### src/rtl/overlapping_sta_lta_ratio_macros.svh
// Assertion macros shared by the STA/LTA ratio block.
// Each macro expects signals named clk and rst in the enclosing module.
`ifndef OVERLAPPING_STA_LTA_RATIO_MACROS_SVH
`define OVERLAPPING_STA_LTA_RATIO_MACROS_SVH

// Same-cycle implication, checked at every clock edge outside reset.
`define STALTA_ASSERT_IMP(lbl, ante, cons, msg) \
  lbl: assert property (@(posedge clk) disable iff (rst) (ante) |-> (cons)) else $error(msg);

// Next-cycle implication.
`define STALTA_ASSERT_NXT(lbl, ante, cons, msg) \
  lbl: assert property (@(posedge clk) disable iff (rst) (ante) |=> (cons)) else $error(msg);

`endif

### src/rtl/stalta_pkg.sv
`timescale 1ns / 1ps

package stalta_pkg;

  localparam int DEF_MAX_LONG_WINDOW = 4096;
  localparam int DEF_SAMPLE_BITS     = 32;

  // Quotient bits of the Q16.16 ratio and the fraction shift.
  localparam int QUOT_BITS = 32;
  localparam int FRAC_BITS = 16;

  localparam int STA_W = 12;
  localparam int LTA_W = 13;
  localparam logic [STA_W-1:0] STA_RESET = 12'd64;
  localparam logic [LTA_W-1:0] LTA_RESET = 13'd1024;

  localparam int CFG_INDEX_W = 2;
  localparam logic [CFG_INDEX_W-1:0] CFG_STA_LENGTH = 2'd0;
  localparam logic [CFG_INDEX_W-1:0] CFG_LTA_LENGTH = 2'd1;

  typedef struct packed {
    logic [31:0] sample;
    logic        last_sample;
  } item_t;

  typedef struct packed {
    logic [31:0] ratio;
    logic        ratio_valid;
    logic        zero_long_sum;
    logic        trace_end;
  } result_t;

  typedef struct packed {
    logic take_in;    // capture the accepted item
    logic add_in;     // add the new sample to both sums
    logic rd_en;      // read the history memory
    logic rd_long;    // read address is the long-window tap
    logic cap_short;  // hold the short-window tap value
    logic upd;        // retire old samples, write history, advance pointers
    logic mul;        // form numerator and denominator products
    logic load_div;   // load the divider, end the trace if flagged
    logic div_step;   // one quotient bit
    logic load_out;   // move the result into the output register
  } cmd_t;

  typedef struct packed {
    logic out_free;
  } stat_t;

endpackage

### src/rtl/stalta_ctrl.sv
`timescale 1ns / 1ps

module stalta_ctrl (
  input  logic              clk,
  input  logic              rst,
  input  logic              item_valid,
  output logic              item_stall,
  input  stalta_pkg::stat_t stat,
  output stalta_pkg::cmd_t  cmd
);
  import stalta_pkg::*;

  localparam int CNT_W = $clog2(QUOT_BITS);

  typedef enum logic [2:0] {
    S_IDLE, S_RDS, S_RDL, S_UPD, S_MUL, S_LOAD, S_DIV, S_OUT
  } state_t;

  state_t           state;
  logic [CNT_W-1:0] cnt;

  assign item_stall = (state != S_IDLE);

  always_comb begin
    cmd           = '0;
    cmd.take_in   = (state == S_IDLE) && item_valid;
    cmd.add_in    = (state == S_RDS);
    cmd.rd_en     = (state == S_RDS) || (state == S_RDL);
    cmd.rd_long   = (state == S_RDL);
    cmd.cap_short = (state == S_RDL);
    cmd.upd       = (state == S_UPD);
    cmd.mul       = (state == S_MUL);
    cmd.load_div  = (state == S_LOAD);
    cmd.div_step  = (state == S_DIV);
    cmd.load_out  = (state == S_OUT) && stat.out_free;
  end

  always_ff @(posedge clk) begin
    if (rst) begin
      state <= S_IDLE;
      cnt   <= '0;
    end else begin
      unique case (state)
        S_IDLE: begin
          if (item_valid) state <= S_RDS;
        end
        S_RDS:  state <= S_RDL;
        S_RDL:  state <= S_UPD;
        S_UPD:  state <= S_MUL;
        S_MUL:  state <= S_LOAD;
        S_LOAD: begin
          cnt   <= '0;
          state <= S_DIV;
        end
        S_DIV: begin
          cnt <= cnt + 1'b1;
          if (cnt == CNT_W'(QUOT_BITS - 1)) state <= S_OUT;
        end
        S_OUT: begin
          if (stat.out_free) state <= S_IDLE;
        end
        default: state <= S_IDLE;
      endcase
    end
  end

endmodule

### config.mk
export PLATFORM = sky130hd
export DESIGN_NAME = stalta_ctrl
export DESIGN_NICKNAME = d
export VERILOG_FILES = /design/src/rtl/overlapping_sta_lta_ratio_macros.svh /design/src/rtl/stalta_pkg.sv /design/src/rtl/stalta_ctrl.sv
export SDC_FILE = /design/constraint.sdc
export NUM_CORES = 1
export LEC_CHECK = 0
export BUFFER_PORTS_ARGS = -buffer_cell sky130_fd_sc_hd__buf_4
export CORE_AREA = 2 2 39 41
export DETAILED_ROUTE_END_ITERATION = 10
export DIE_AREA = 0 0 41 43
export SLEW_MARGIN = 20
export SYNTH_ARGS = -nofsm -noshare
export SYNTH_HDL_FRONTEND = slang
export SYNTH_SLANG_ARGS = --single-unit
### constraint.sdc
create_clock -name clk -period 2 [get_ports clk]
set_clock_uncertainty 0.2 [all_clocks]
set_input_delay 0.4 -clock clk [delete_from_list [all_inputs] [get_ports clk]]
set_output_delay 0.4 -clock clk [all_outputs]
set_load 0.02 [all_outputs]
# --- Yosys cells after proc, flatten, opt, wreduce, memory -nomap -nowiden ---
# Index checks and enable logic that the tools add are counted.
op_classes:
  n_addsub: 1
  n_eq_ne: 11
  muxes: 5
  n_reduce_logical: 7
op_table:
  columns: ["operator", "n"]
  rows:
  - ["3-bit one-hot mux with 8 select lines", 1]
  - ["3-bit == test, second input constant", 4]
  - ["5-bit one-hot mux with 2 select lines", 1]
  - ["3-bit 2-to-1 mux", 3]
  - ["3-bit by 2-bit == test with 1-bit output, second input constant", 2]
  - ["5-bit by 1-bit adder with 5-bit output, second input constant", 1]
  - ["5-bit == test, second input constant", 1]
  - ["2-bit != test, second input constant", 2]
  - ["3-bit by 1-bit == test with 1-bit output, second input constant", 1]
  - ["3-bit logical NOT", 1]
  - ["3-bit AND reduction", 1]
  - ["3-bit nonzero test", 1]
  - ["1-bit logical AND", 2]
  - ["2-bit by 1-bit != test with 1-bit output, second input constant", 1]
  - ["2-bit nonzero test", 1]
  - ["1-bit logical OR", 1]
word_totals:
  reg_bits: 8
  in_bits: 4
  output_inout_bits: 11
  word_cells: 26

# --- Depth between registers and ports, before layout ---
# Gate-level depths: netlist of run 1.
depth:
  word_depth: 3
  ltp_mapped: 6

# --- Least setup slack after synthesis of run 1 ---
# No wires, ideal clock.
synth_path:
  path_type: "register to output"
  from: "reg state[2]"
  to: "out cmd[6] (netlist name)"
  t_arrival_ns: 1.284
  required_ns: 1.400
  slack_ns: 0.116
  path_stages_with_launch: 4
  path_buffers: 2
  cell_sequence: "dfxtp_1 > buf_4 > nor3_1 > buf_4"
synth_rtl:
  columns: ["item", "line_no", "rtl"]
  rows:
  - ["start, declared", "stalta_ctrl.sv:19", "state_t state;"]
  - ["start signal, assigned", "stalta_ctrl.sv:40", "state <= S_IDLE;"]
  - ["start signal, assigned", "stalta_ctrl.sv:45", "if (item_valid) state <= S_RDS;"]
  - ["start signal, assigned", "stalta_ctrl.sv:47", "S_RDS: state <= S_RDL;"]
  - ["end, declared", "stalta_ctrl.sv:9", "output stalta_pkg::cmd_t cmd"]

==> results of run 1 <==
-- cell families (layout without fill, tap and decap cells) --
logic type      count (synthesis)  count (layout)  share of synthesized area, %
xor+xnor                        1               1                          1.72
compound gates                 20              20                          25.7
buf+inv                        11              25                          11.8
flops                           8               8                          31.4
fa+ha+maj                       2               2                          4.90
simple gates                   24              24                          24.5
-- placed cells by master (no fill, tap or decap), drive strengths merged --
| master | synthesis | routed |
|---|---|---|
| nor3 | 4 | 4 |
| nor2 | 9 | 9 |
| a22o | 2 | 2 |
| and4b | 1 | 1 |
| clkbuf | 0 | 3 |
| dfxtp | 8 | 8 |
| o221ai | 1 | 1 |
| a22oi | 3 | 3 |
| nand2b | 1 | 1 |
| inv | 6 | 6 |
| nand3 | 2 | 2 |
| buf | 5 | 16 |
| a2bb2oi | 1 | 1 |
| nor4 | 1 | 1 |
| o21ai | 4 | 4 |
| a211oi | 3 | 3 |
| and3 | 1 | 1 |
| ha | 2 | 2 |
| nand2 | 3 | 3 |
| xnor2 | 1 | 1 |
| a21oi | 5 | 5 |
| a31oi | 1 | 1 |
| nor2b | 2 | 2 |
-- state kept, by name, summed over array words and instances, names as in the netlist --
name   count
cnt        5
state      3
-- synth_stat cells (all sizes together) --
cell type and count:
a211oi 3, a21oi 5, a22o 2, a22oi 3
a2bb2oi 1, a31oi 1, and3 1, and4b 1
buf 5, dfxtp 8, ha 2, inv 6
nand2 3, nand2b 1, nand3 2, nor2 9
nor2b 2, nor3 4, nor4 1, o21ai 4
o221ai 1, xnor2 1
-- repair_timing --
item / 4_1_cts / 5_1_grt
hold endpoints to repair: 0 / 0
setup endpoints to repair: 0 / 6
gates resized for setup: 0 / 2
hold buffers: 0 / 0
-- final cells by class --
cell class / count / area, sq um
Inverter: 6 / 22.5
Timing Repair Buffer: 16 / 120
Tap cell: 16 / 20.0
Sequential cell: 8 / 163
Clock buffer: 3 / 22.5
Fill cell: 146 / 746
Multi-Input combinational cell: 47 / 290
-- worst min path at each step --
stage,slack [ns],startpoint,cells after the start,end
after floorplan,0.29,cnt[3],2,cnt[3]
after global placement,0.34,cnt[4],2,cnt[4]
after detailed placement,0.33,cnt[3],2,cnt[3]
after CTS,0.17,rst,2,state[0]
after global routing,0.17,rst,2,state[2]
final,0.17,rst,2,state[2]
-- layer usage --
layer	global-route usage [%]	wire, um	up-vias
met5	0	0	-
met4	12.7	33	0
met3	5.24	135	5
met2	20.3	479	29
met1	20.3	527	220
li1	-	-	266
-- critical path, delay by kind of cell (launching register included) --
family                 cells  cell delay, ns
AND/OR/NAND/NOR            1            0.26
buffers and inverters      2            0.34
flip-flops                 1            0.44
-- through the flow --
step / util, % / total power (W)
after floorplan: - / 0.000254
after global placement: 44.3 / 0.000292
after detailed placement: 44.3 / 0.000291
after CTS: 45.9 / 0.000419
after global routing: 46.1 / 0.000438
final: 46.1 / 0.000415
-- power by group through the flow --
stage / registers [W] / logic, W / clock network, W
after global routing: 0.000180 / 0.000120 / 0.000138
after global placement: 0.000181 / 0.000110 / 0
final: 0.000178 / 0.000110 / 0.000126
after detailed placement: 0.000181 / 0.000110 / 0
after floorplan: 0.000174 / 0.0000808 / 0
after CTS: 0.000178 / 0.000111 / 0.000131
==> impl_metrics.toml, run 1 <==
[cts]
root_buffer = "clkbuf_4"
postCtsSetupBuffers = 0
cts_tree = "built"
insertion_delay_ns = 0.26
cts_buffers = 3
cts_sinks = 8
clkTransAtPathRegs_ns = 0.05
cts_buffer_depth = 2
htreeDepth = 1

[critical_path]
crit_chain = "inv_1 -> nor3_1 -> buf_4"
crit_fanout = 7
ff2ff_setup_slack_ns = 0.29
r2r_cells = 6
critPathRequiredTime_ns = 1.40
r2r_start = "cnt[0]"
worstPathArrival_ns = 1.30
end_kind = "output port"
cp-startpoint = "state[0]"
cpMaxStageDelayCell = "dfxtp_1"
endpoint = "cmd[0]"
max_stage_delay_ns = 0.44
crit_type = "reg -> out"
r2r_end = "cnt[4]"
cp-start-kind = "register"

[global_route]
grt_antenna_before_repair = 0
track_usage_pct = 15.8
grt_pass1_wl_um = 1860
grt_pass1_vias = 460
grt_max_degree = 14
overflow = 0

[detailed_routing]
first_pass_iters = 4
routed_wl_um = 1180
detail_route.wl_per_cell_um = 12.2
vias = 520
final_antenna_net_count = 0
viasPerCell = 5.42
first_iter_violations = 8
drc_errors = 0

[layout]
drive_gt1_share_pct = 31.3
final_cells = 96
fin_area_sq_um = 638
nNetsFinal = 88
areaGrowthSynthToFinish_pct = 25.0
antennaDiodeCount = 0

[place]
pre_cts_ws_ns = 0.304
gp_congestion = 0.763
post-place-cells = 93
place_area_sq_um = 613
io_buffers = 14
hpwlAfterDp_um = 832

[timing]
finalSetupTns_ns = 0
finalHoldWorstSlack_ns = 0.169
hold_viol_final = 0
setup_viol = 0
rsz0062_at_grt = "false"
fmax_mhz = 527
setup_slack_ns = 0.103
finalCriticalPeriod_ns = 1.90
max_slew_margin_pct = 84.1
final.period_utilization_pct = 94.8
worst_pin_slew_ns = 0.236
slew_violations = 0

[synthesis]
synth_fp_nets = 72
postSynthAreaPerCell_sq_um = 7.73
yosys_register_bits = 8
yosysWarnings = 0
synth_top_cell_by_area = "dfxtp_1"
synth_cell_types = 26
seq_area_frac_synth_pct = 31.4
yosys.area.top_type_share_pct = 31.4
syn_area_sq_um = 510
synth_area_leaders = "dfxtp_1 (31%), nor2_1 (6.6%), a21oi_1 (4.9%), ha_1 (4.9%), a211oi_1 (4.4%)"
synth_cells = 66

[pwr]
power_density_nw_per_um2 = 650
vdd_drop_max_uv = 299
p_comb_share_pct = 26.5
swShare_pct = 32.4
power.leakage_nw = 0.282
switching_power_w = 0.000134
intPower_w = 0.000281
p_clk_share_pct = 30.5
p_seq_share_pct = 43.0

[floorplanning]
die-area_sq_um = 1760
die_y_um = 43
rows = 14
die_x_um = 41
initial_core_util_pct = 36.9
fp.coreArea_sq_um = 1380
io_pins = 15

[run_status]
status = "finished, final reports clean"

[job]
drv_cap = 0

[worst_hold_path]
hp-class = "in -> reg"
Note: power is estimated with default switching activity, not from simulation.
==> run 2, diff against run 1 <==
==> constraint.sdc (replaced) <==
create_clock -name clk -period 2.3 [get_ports clk]
set_clock_uncertainty 0.2 [all_clocks]
set_input_delay 0.46 -clock clk [delete_from_list [all_inputs] [get_ports clk]]
set_output_delay 0.46 -clock clk [all_outputs]
set_load 0.02 [all_outputs]
==> run 2 against run 1 <==
- register-to-register slack improved by 0.34 ns
- sequential cell count unchanged
- die area unchanged
- final cell count did not move
- via count is 5.6% lower
- clock power down 17%
- count of clock-buffer cells in the layout is the same
- wire length down 9.3%
- total power down 14%
- worst hold slack better by 0.069 ns
- setup slack gained 0.16 ns
- sequential share of layout area shrank 0.29 points
==> impl_metrics.toml, run 2 (synthesis results as in run 1) <==
[run_status]
status = "finished, final reports clean"

[critical_path]
endpoint = "cmd[6]"
cpMaxStageDelayCell = "dfxtp_1"
cp-start-kind = "register"
crit_cells = 3
r2r_end = "cnt[4]"
worstPathArrival_ns = 1.38
ff2ff_setup_slack_ns = 0.63
max_stage_delay_ns = 0.52
crit_type = "reg -> out"
crit_fanout = 9
cp-startpoint = "state[1]"
path_buf_inv = 2
cp_top_family = "flip-flops"
crit_chain = "inv_2 -> nor3_1 -> buf_4"
r2r_start = "cnt[0]"
end_kind = "output port"
r2r_cells = 6
critPathRequiredTime_ns = 1.64

[timing]
rsz0062_at_grt = "false"
final.period_utilization_pct = 88.6
max_slew_margin_pct = 71.4
worst_pin_slew_ns = 0.429
hold_viol_final = 0
fmax_mhz = 491
slew_violations = 0
setup_slack_ns = 0.262
setup_viol = 0
finalSetupTns_ns = 0
finalCriticalPeriod_ns = 2.04

[floorplanning]
fp.coreArea_sq_um = 1380
die-area_sq_um = 1760
rows = 14
io_pins = 15
die_y_um = 43
die_x_um = 41
initial_core_util_pct = 36.9

[cts]
insertion_delay_ns = 0.25
root_buffer = "clkbuf_4"
cts_tree = "built"
holdBufCountCts = 0
ctsResizeCount = 0
cts_buffers = 3
cts_sinks = 8
clkTransAtPathRegs_ns = 0.06
postCtsSetupBuffers = 0
cts_buffer_depth = 2
htreeDepth = 1

[detailed_routing]
first_pass_iters = 3
first_iter_violations = 8
routed_wl_um = 1070
vias = 491
drc_errors = 0
wl_met1_um = 550
wl_met2_um = 429
dr.max_layer_used = "met3"
viasPerCell = 5.11
final_antenna_net_count = 0
wl_met3_um = 86
detail_route.wl_per_cell_um = 11.1

[global_route]
grt_pass1_vias = 436
grt_max_degree = 14
overflow = 0
grt_pass1_wl_um = 1710
track_usage_pct = 13.8
grt_antenna_before_repair = 0

[pwr]
p_seq_share_pct = 43.5
swShare_pct = 31.6
power_density_nw_per_um2 = 559
vdd_drop_max_uv = 307
p_comb_share_pct = 26.9
p_clk_share_pct = 29.6
power.leakage_nw = 0.281
intPower_w = 0.000243
switching_power_w = 0.000112

[layout]
antennaDiodeCount = 0
n_fill_cell = 139
drive_gt1_share_pct = 28.7
areaGrowthSynthToFinish_pct = 24.5
layout_common_cells = "buf_4 (16), nor2_1 (9), dfxtp_1 (8)"
regMostFlops = "cnt"
nNetsFinal = 88
mostFrequentLayoutCell = "buf_4"
largest_reg_flops = 5
reg.largest.list = "cnt: 5 flops, state: 3 flops"

[job]
drv_cap = 0

[place]
io_buffers = 14
gp_congestion = 0.861
hpwlAfterDp_um = 807
pre_cts_ws_ns = 0.520

[worst_hold_path]
hp-class = "in -> reg"
run 2: layer usage:
layer / track usage (%) / vias to the layer above
met5: 0 / -
met4: 8.00 / 0
met3: 2.62 / 0
met2: 18.8 / 13
met1: 19.3 / 213
li1: - / 265
run 2: stage by stage:
step / instances / power, W / utilization [%] / hold WS [ns] / area (sq um)
finish: 96 / 0.000356 / 45.9 / 0.238 / 636
global route: 96 / 0.000375 / 45.9 / 0.249 / 636
CTS: 96 / 0.000362 / 45.9 / 0.230 / 636
detailed placement: 93 / 0.000254 / 44.3 / 0.321 / 613
global placement: 93 / 0.000255 / 44.3 / 0.326 / 613
floorplan: 66 / 0.000221 / - / 0.291 / 510
run 2: worst min path at each step:
stage                 from  slack [ns]     end  depth (start not counted)
floorplan           cnt[3]        0.29  cnt[3]                          2
global placement    cnt[4]        0.33  cnt[4]                          2
detailed placement  cnt[3]        0.32  cnt[3]                          2
CTS                    rst        0.23  cnt[4]                          2
global route           rst        0.25  cnt[1]                          2
finish                 rst        0.24  cnt[4]                          2
run 2: worst register-to-register path, delay by kind of cell, from the launching register on:
family | cells | cell delay, ns
simple gates | 2 | 0.24
flops | 1 | 0.34
compound gates | 2 | 0.31
fa+ha+maj | 2 | 0.48
run 2: power groups by stage:
stage | clock network (W) | logic, W | registers (W)
after floorplan | 0 | 0.0000703 | 0.000151
after global placement | 0 | 0.0000970 | 0.000158
after detailed placement | 0 | 0.0000960 | 0.000158
after CTS | 0.000111 | 0.0000964 | 0.000155
after global routing | 0.000114 | 0.000105 | 0.000156
final | 0.000105 | 0.0000956 | 0.000155
run 2: final cells by class:
class | instances | area [sq um] | share of cell area, %
Clock buffer | 3 | 22.5 | 3.54
Inverter | 6 | 22.5 | 3.54
Multi-Input combinational cell | 47 | 290 | 45.7
Sequential cell | 8 | 160 | 25.2
Tap cell | 16 | 20.0 | 3.15
Timing Repair Buffer | 16 | 120 | 18.9
==> run 3, diff against run 2 <==
--- a/config.mk
+++ b/config.mk
@@ -5,10 +5,10 @@
 export SDC_FILE = /design/constraint.sdc
 export NUM_CORES = 1
 export LEC_CHECK = 0
-export BUFFER_PORTS_ARGS = -buffer_cell sky130_fd_sc_hd__buf_4
 export CORE_AREA = 2 2 39 41
 export DETAILED_ROUTE_END_ITERATION = 10
 export DIE_AREA = 0 0 41 43
+export DONT_BUFFER_PORTS = 1
 export SLEW_MARGIN = 20
 export SYNTH_ARGS = -nofsm -noshare
 export SYNTH_HDL_FRONTEND = slang
==> run 3 against run 2 <==
- sequential power barely moved
- critical path depth did not move
- global-route usage fell by 0.30 points
- setup slack got worse by 0.076 ns
- non-clock buffer count fell by 11
- count of clock-buffer cells in the layout did not move
- total power fell by 6.1%
- worst hold slack got worse by 0.17 ns
- final area fell by 13%
- sequential cell count did not move
==> impl_metrics.toml, run 3 (synthesis results as in run 1) <==
[layout]
antennaDiodeCount = 0
final_cells = 85
layout_common_cells = "nor2_1 (8), dfxtp_1 (8), a21oi_1 (5), buf_4 (5)"
nNetsFinal = 77
largest_reg_flops = 5
regMostFlops = "cnt"
areaGrowthSynthToFinish_pct = 8.82
drive_gt1_share_pct = 18.8
n_fill_cell = 159
reg.largest.list = "cnt: 5 flops, state: 3 flops"

[detailed_routing]
final_antenna_net_count = 0
viasPerCell = 5.53
detail_route.wl_per_cell_um = 12.9
vias = 470
first_pass_iters = 4
drc_errors = 0
routed_wl_um = 1100
first_iter_violations = 3

[place]
gp_congestion = 0.732
post-place-cells = 82
io_buffers = 0
hpwlAfterDp_um = 810

[worst_hold_path]
holdPathEnd = "cnt[3]"
hp-class = "in -> reg"
hp-start = "rst"
whs_path_depth = 1

[critical_path]
end_kind = "output port"
crit_type = "reg -> out"
ff2ff_setup_slack_ns = 0.58
r2r_cells = 6
r2r_start = "cnt[0]"
critPathRequiredTime_ns = 1.64
worstPathArrival_ns = 1.45
cp-start-kind = "register"
r2r_end = "cnt[4]"
crit_fanout = 13

[cts]
holdBufCountCts = 0
root_buffer = "clkbuf_4"
cts_buffers = 3
cts_sinks = 8
cts_tree = "built"
clkTransAtPathRegs_ns = 0.05
ctsResizeCount = 0
insertion_delay_ns = 0.25
cts_buffer_depth = 2
postCtsSetupBuffers = 0
htreeDepth = 1

[timing]
slew_violations = 0
rsz0062_at_grt = "false"
finalSetupTns_ns = 0
max_slew_margin_pct = 67.8
hold_viol_final = 0
setup_viol = 0
finalCriticalPeriod_ns = 2.11
worst_pin_slew_ns = 0.482
fmax_mhz = 473
final.period_utilization_pct = 91.9

[floorplanning]
rows = 14
fp.coreArea_sq_um = 1380
initial_core_util_pct = 36.9
die-area_sq_um = 1760
die_x_um = 41
io_pins = 15
die_y_um = 43

[global_route]
grt_pass1_wl_um = 1520
overflow = 0
grt_antenna_before_repair = 0
grt_pass1_vias = 365
grt_max_degree = 15
track_usage_pct = 13.5

[pwr]
vdd_drop_max_uv = 189
power_density_nw_per_um2 = 601
power.leakage_nw = 0.225

[job]
drv_cap = 0

[run_status]
status = "finished, final reports clean"
run 3: changes by cell type in the layout (fill, tap and decap cells not counted), sizes merged:
cell  delta
buf     -11
run 3: metrics by stage:
step | hold WS, ns | utilization [%] | worst slack [ns] | power [W] | cell area, sq um
floorplan | 0.291 | - | 0.356 | 0.000221 | 510
global placement | 0.315 | 38.3 | 0.408 | 0.000227 | 531
finish | 0.0692 | 40.1 | 0.186 | 0.000334 | 556
CTS | 0.0634 | 40.0 | 0.103 | 0.000338 | 553
global route | 0.0559 | 40.1 | 0.0678 | 0.000353 | 556
detailed placement | 0.316 | 38.3 | 0.377 | 0.000228 | 531
run 3: worst max-delay path by stage:
stage               startpoint  endpoint  slack (ns)  cells after the start
finish                state[1]    cmd[9]        0.19                      3
global route          state[1]    cmd[9]        0.07                      3
CTS                   state[1]    cmd[9]        0.10                      3
detailed placement    state[1]    cmd[9]        0.38                      3
global placement      state[1]    cmd[9]        0.41                      3
floorplan             state[2]    cmd[6]        0.36                      3
run 3: report_power, final:
| group | total (W) | leakage, nW | switching, W | internal (W) |
|---|---|---|---|---|
| Combinational | 0.0000710 | 0.146 | 0.0000503 | 0.0000207 |
| Clock | 0.000109 | 0.0138 | 0.0000487 | 0.0000598 |
| Sequential | 0.000154 | 0.0650 | 0.0000110 | 0.000143 |
run 3: worst max-delay path, stage by stage (launching register included):
cell,delay (ns)
dfxtp_1,0.45
inv_2,0.20
nand3_1,0.26
nor2_2,0.29
run 3: layout make-up:
cell class,count,area [sq um],share of cell area [%]
multi-input cells,47,293,52.7
flip-flops and latches,8,160,28.8
repair buffers,5,37.5,6.76
clock buffers,3,22.5,4.05
inverters,6,22.5,4.05
well taps,16,20.0,3.60
run 3: metal layers:
metal,global-route usage (%),vias to the layer above,wire [um]
li1,-,241,-
met1,17.4,209,521
met2,16.9,16,459
met3,3.66,4,87
met4,12.7,0,30
met5,0,-,0
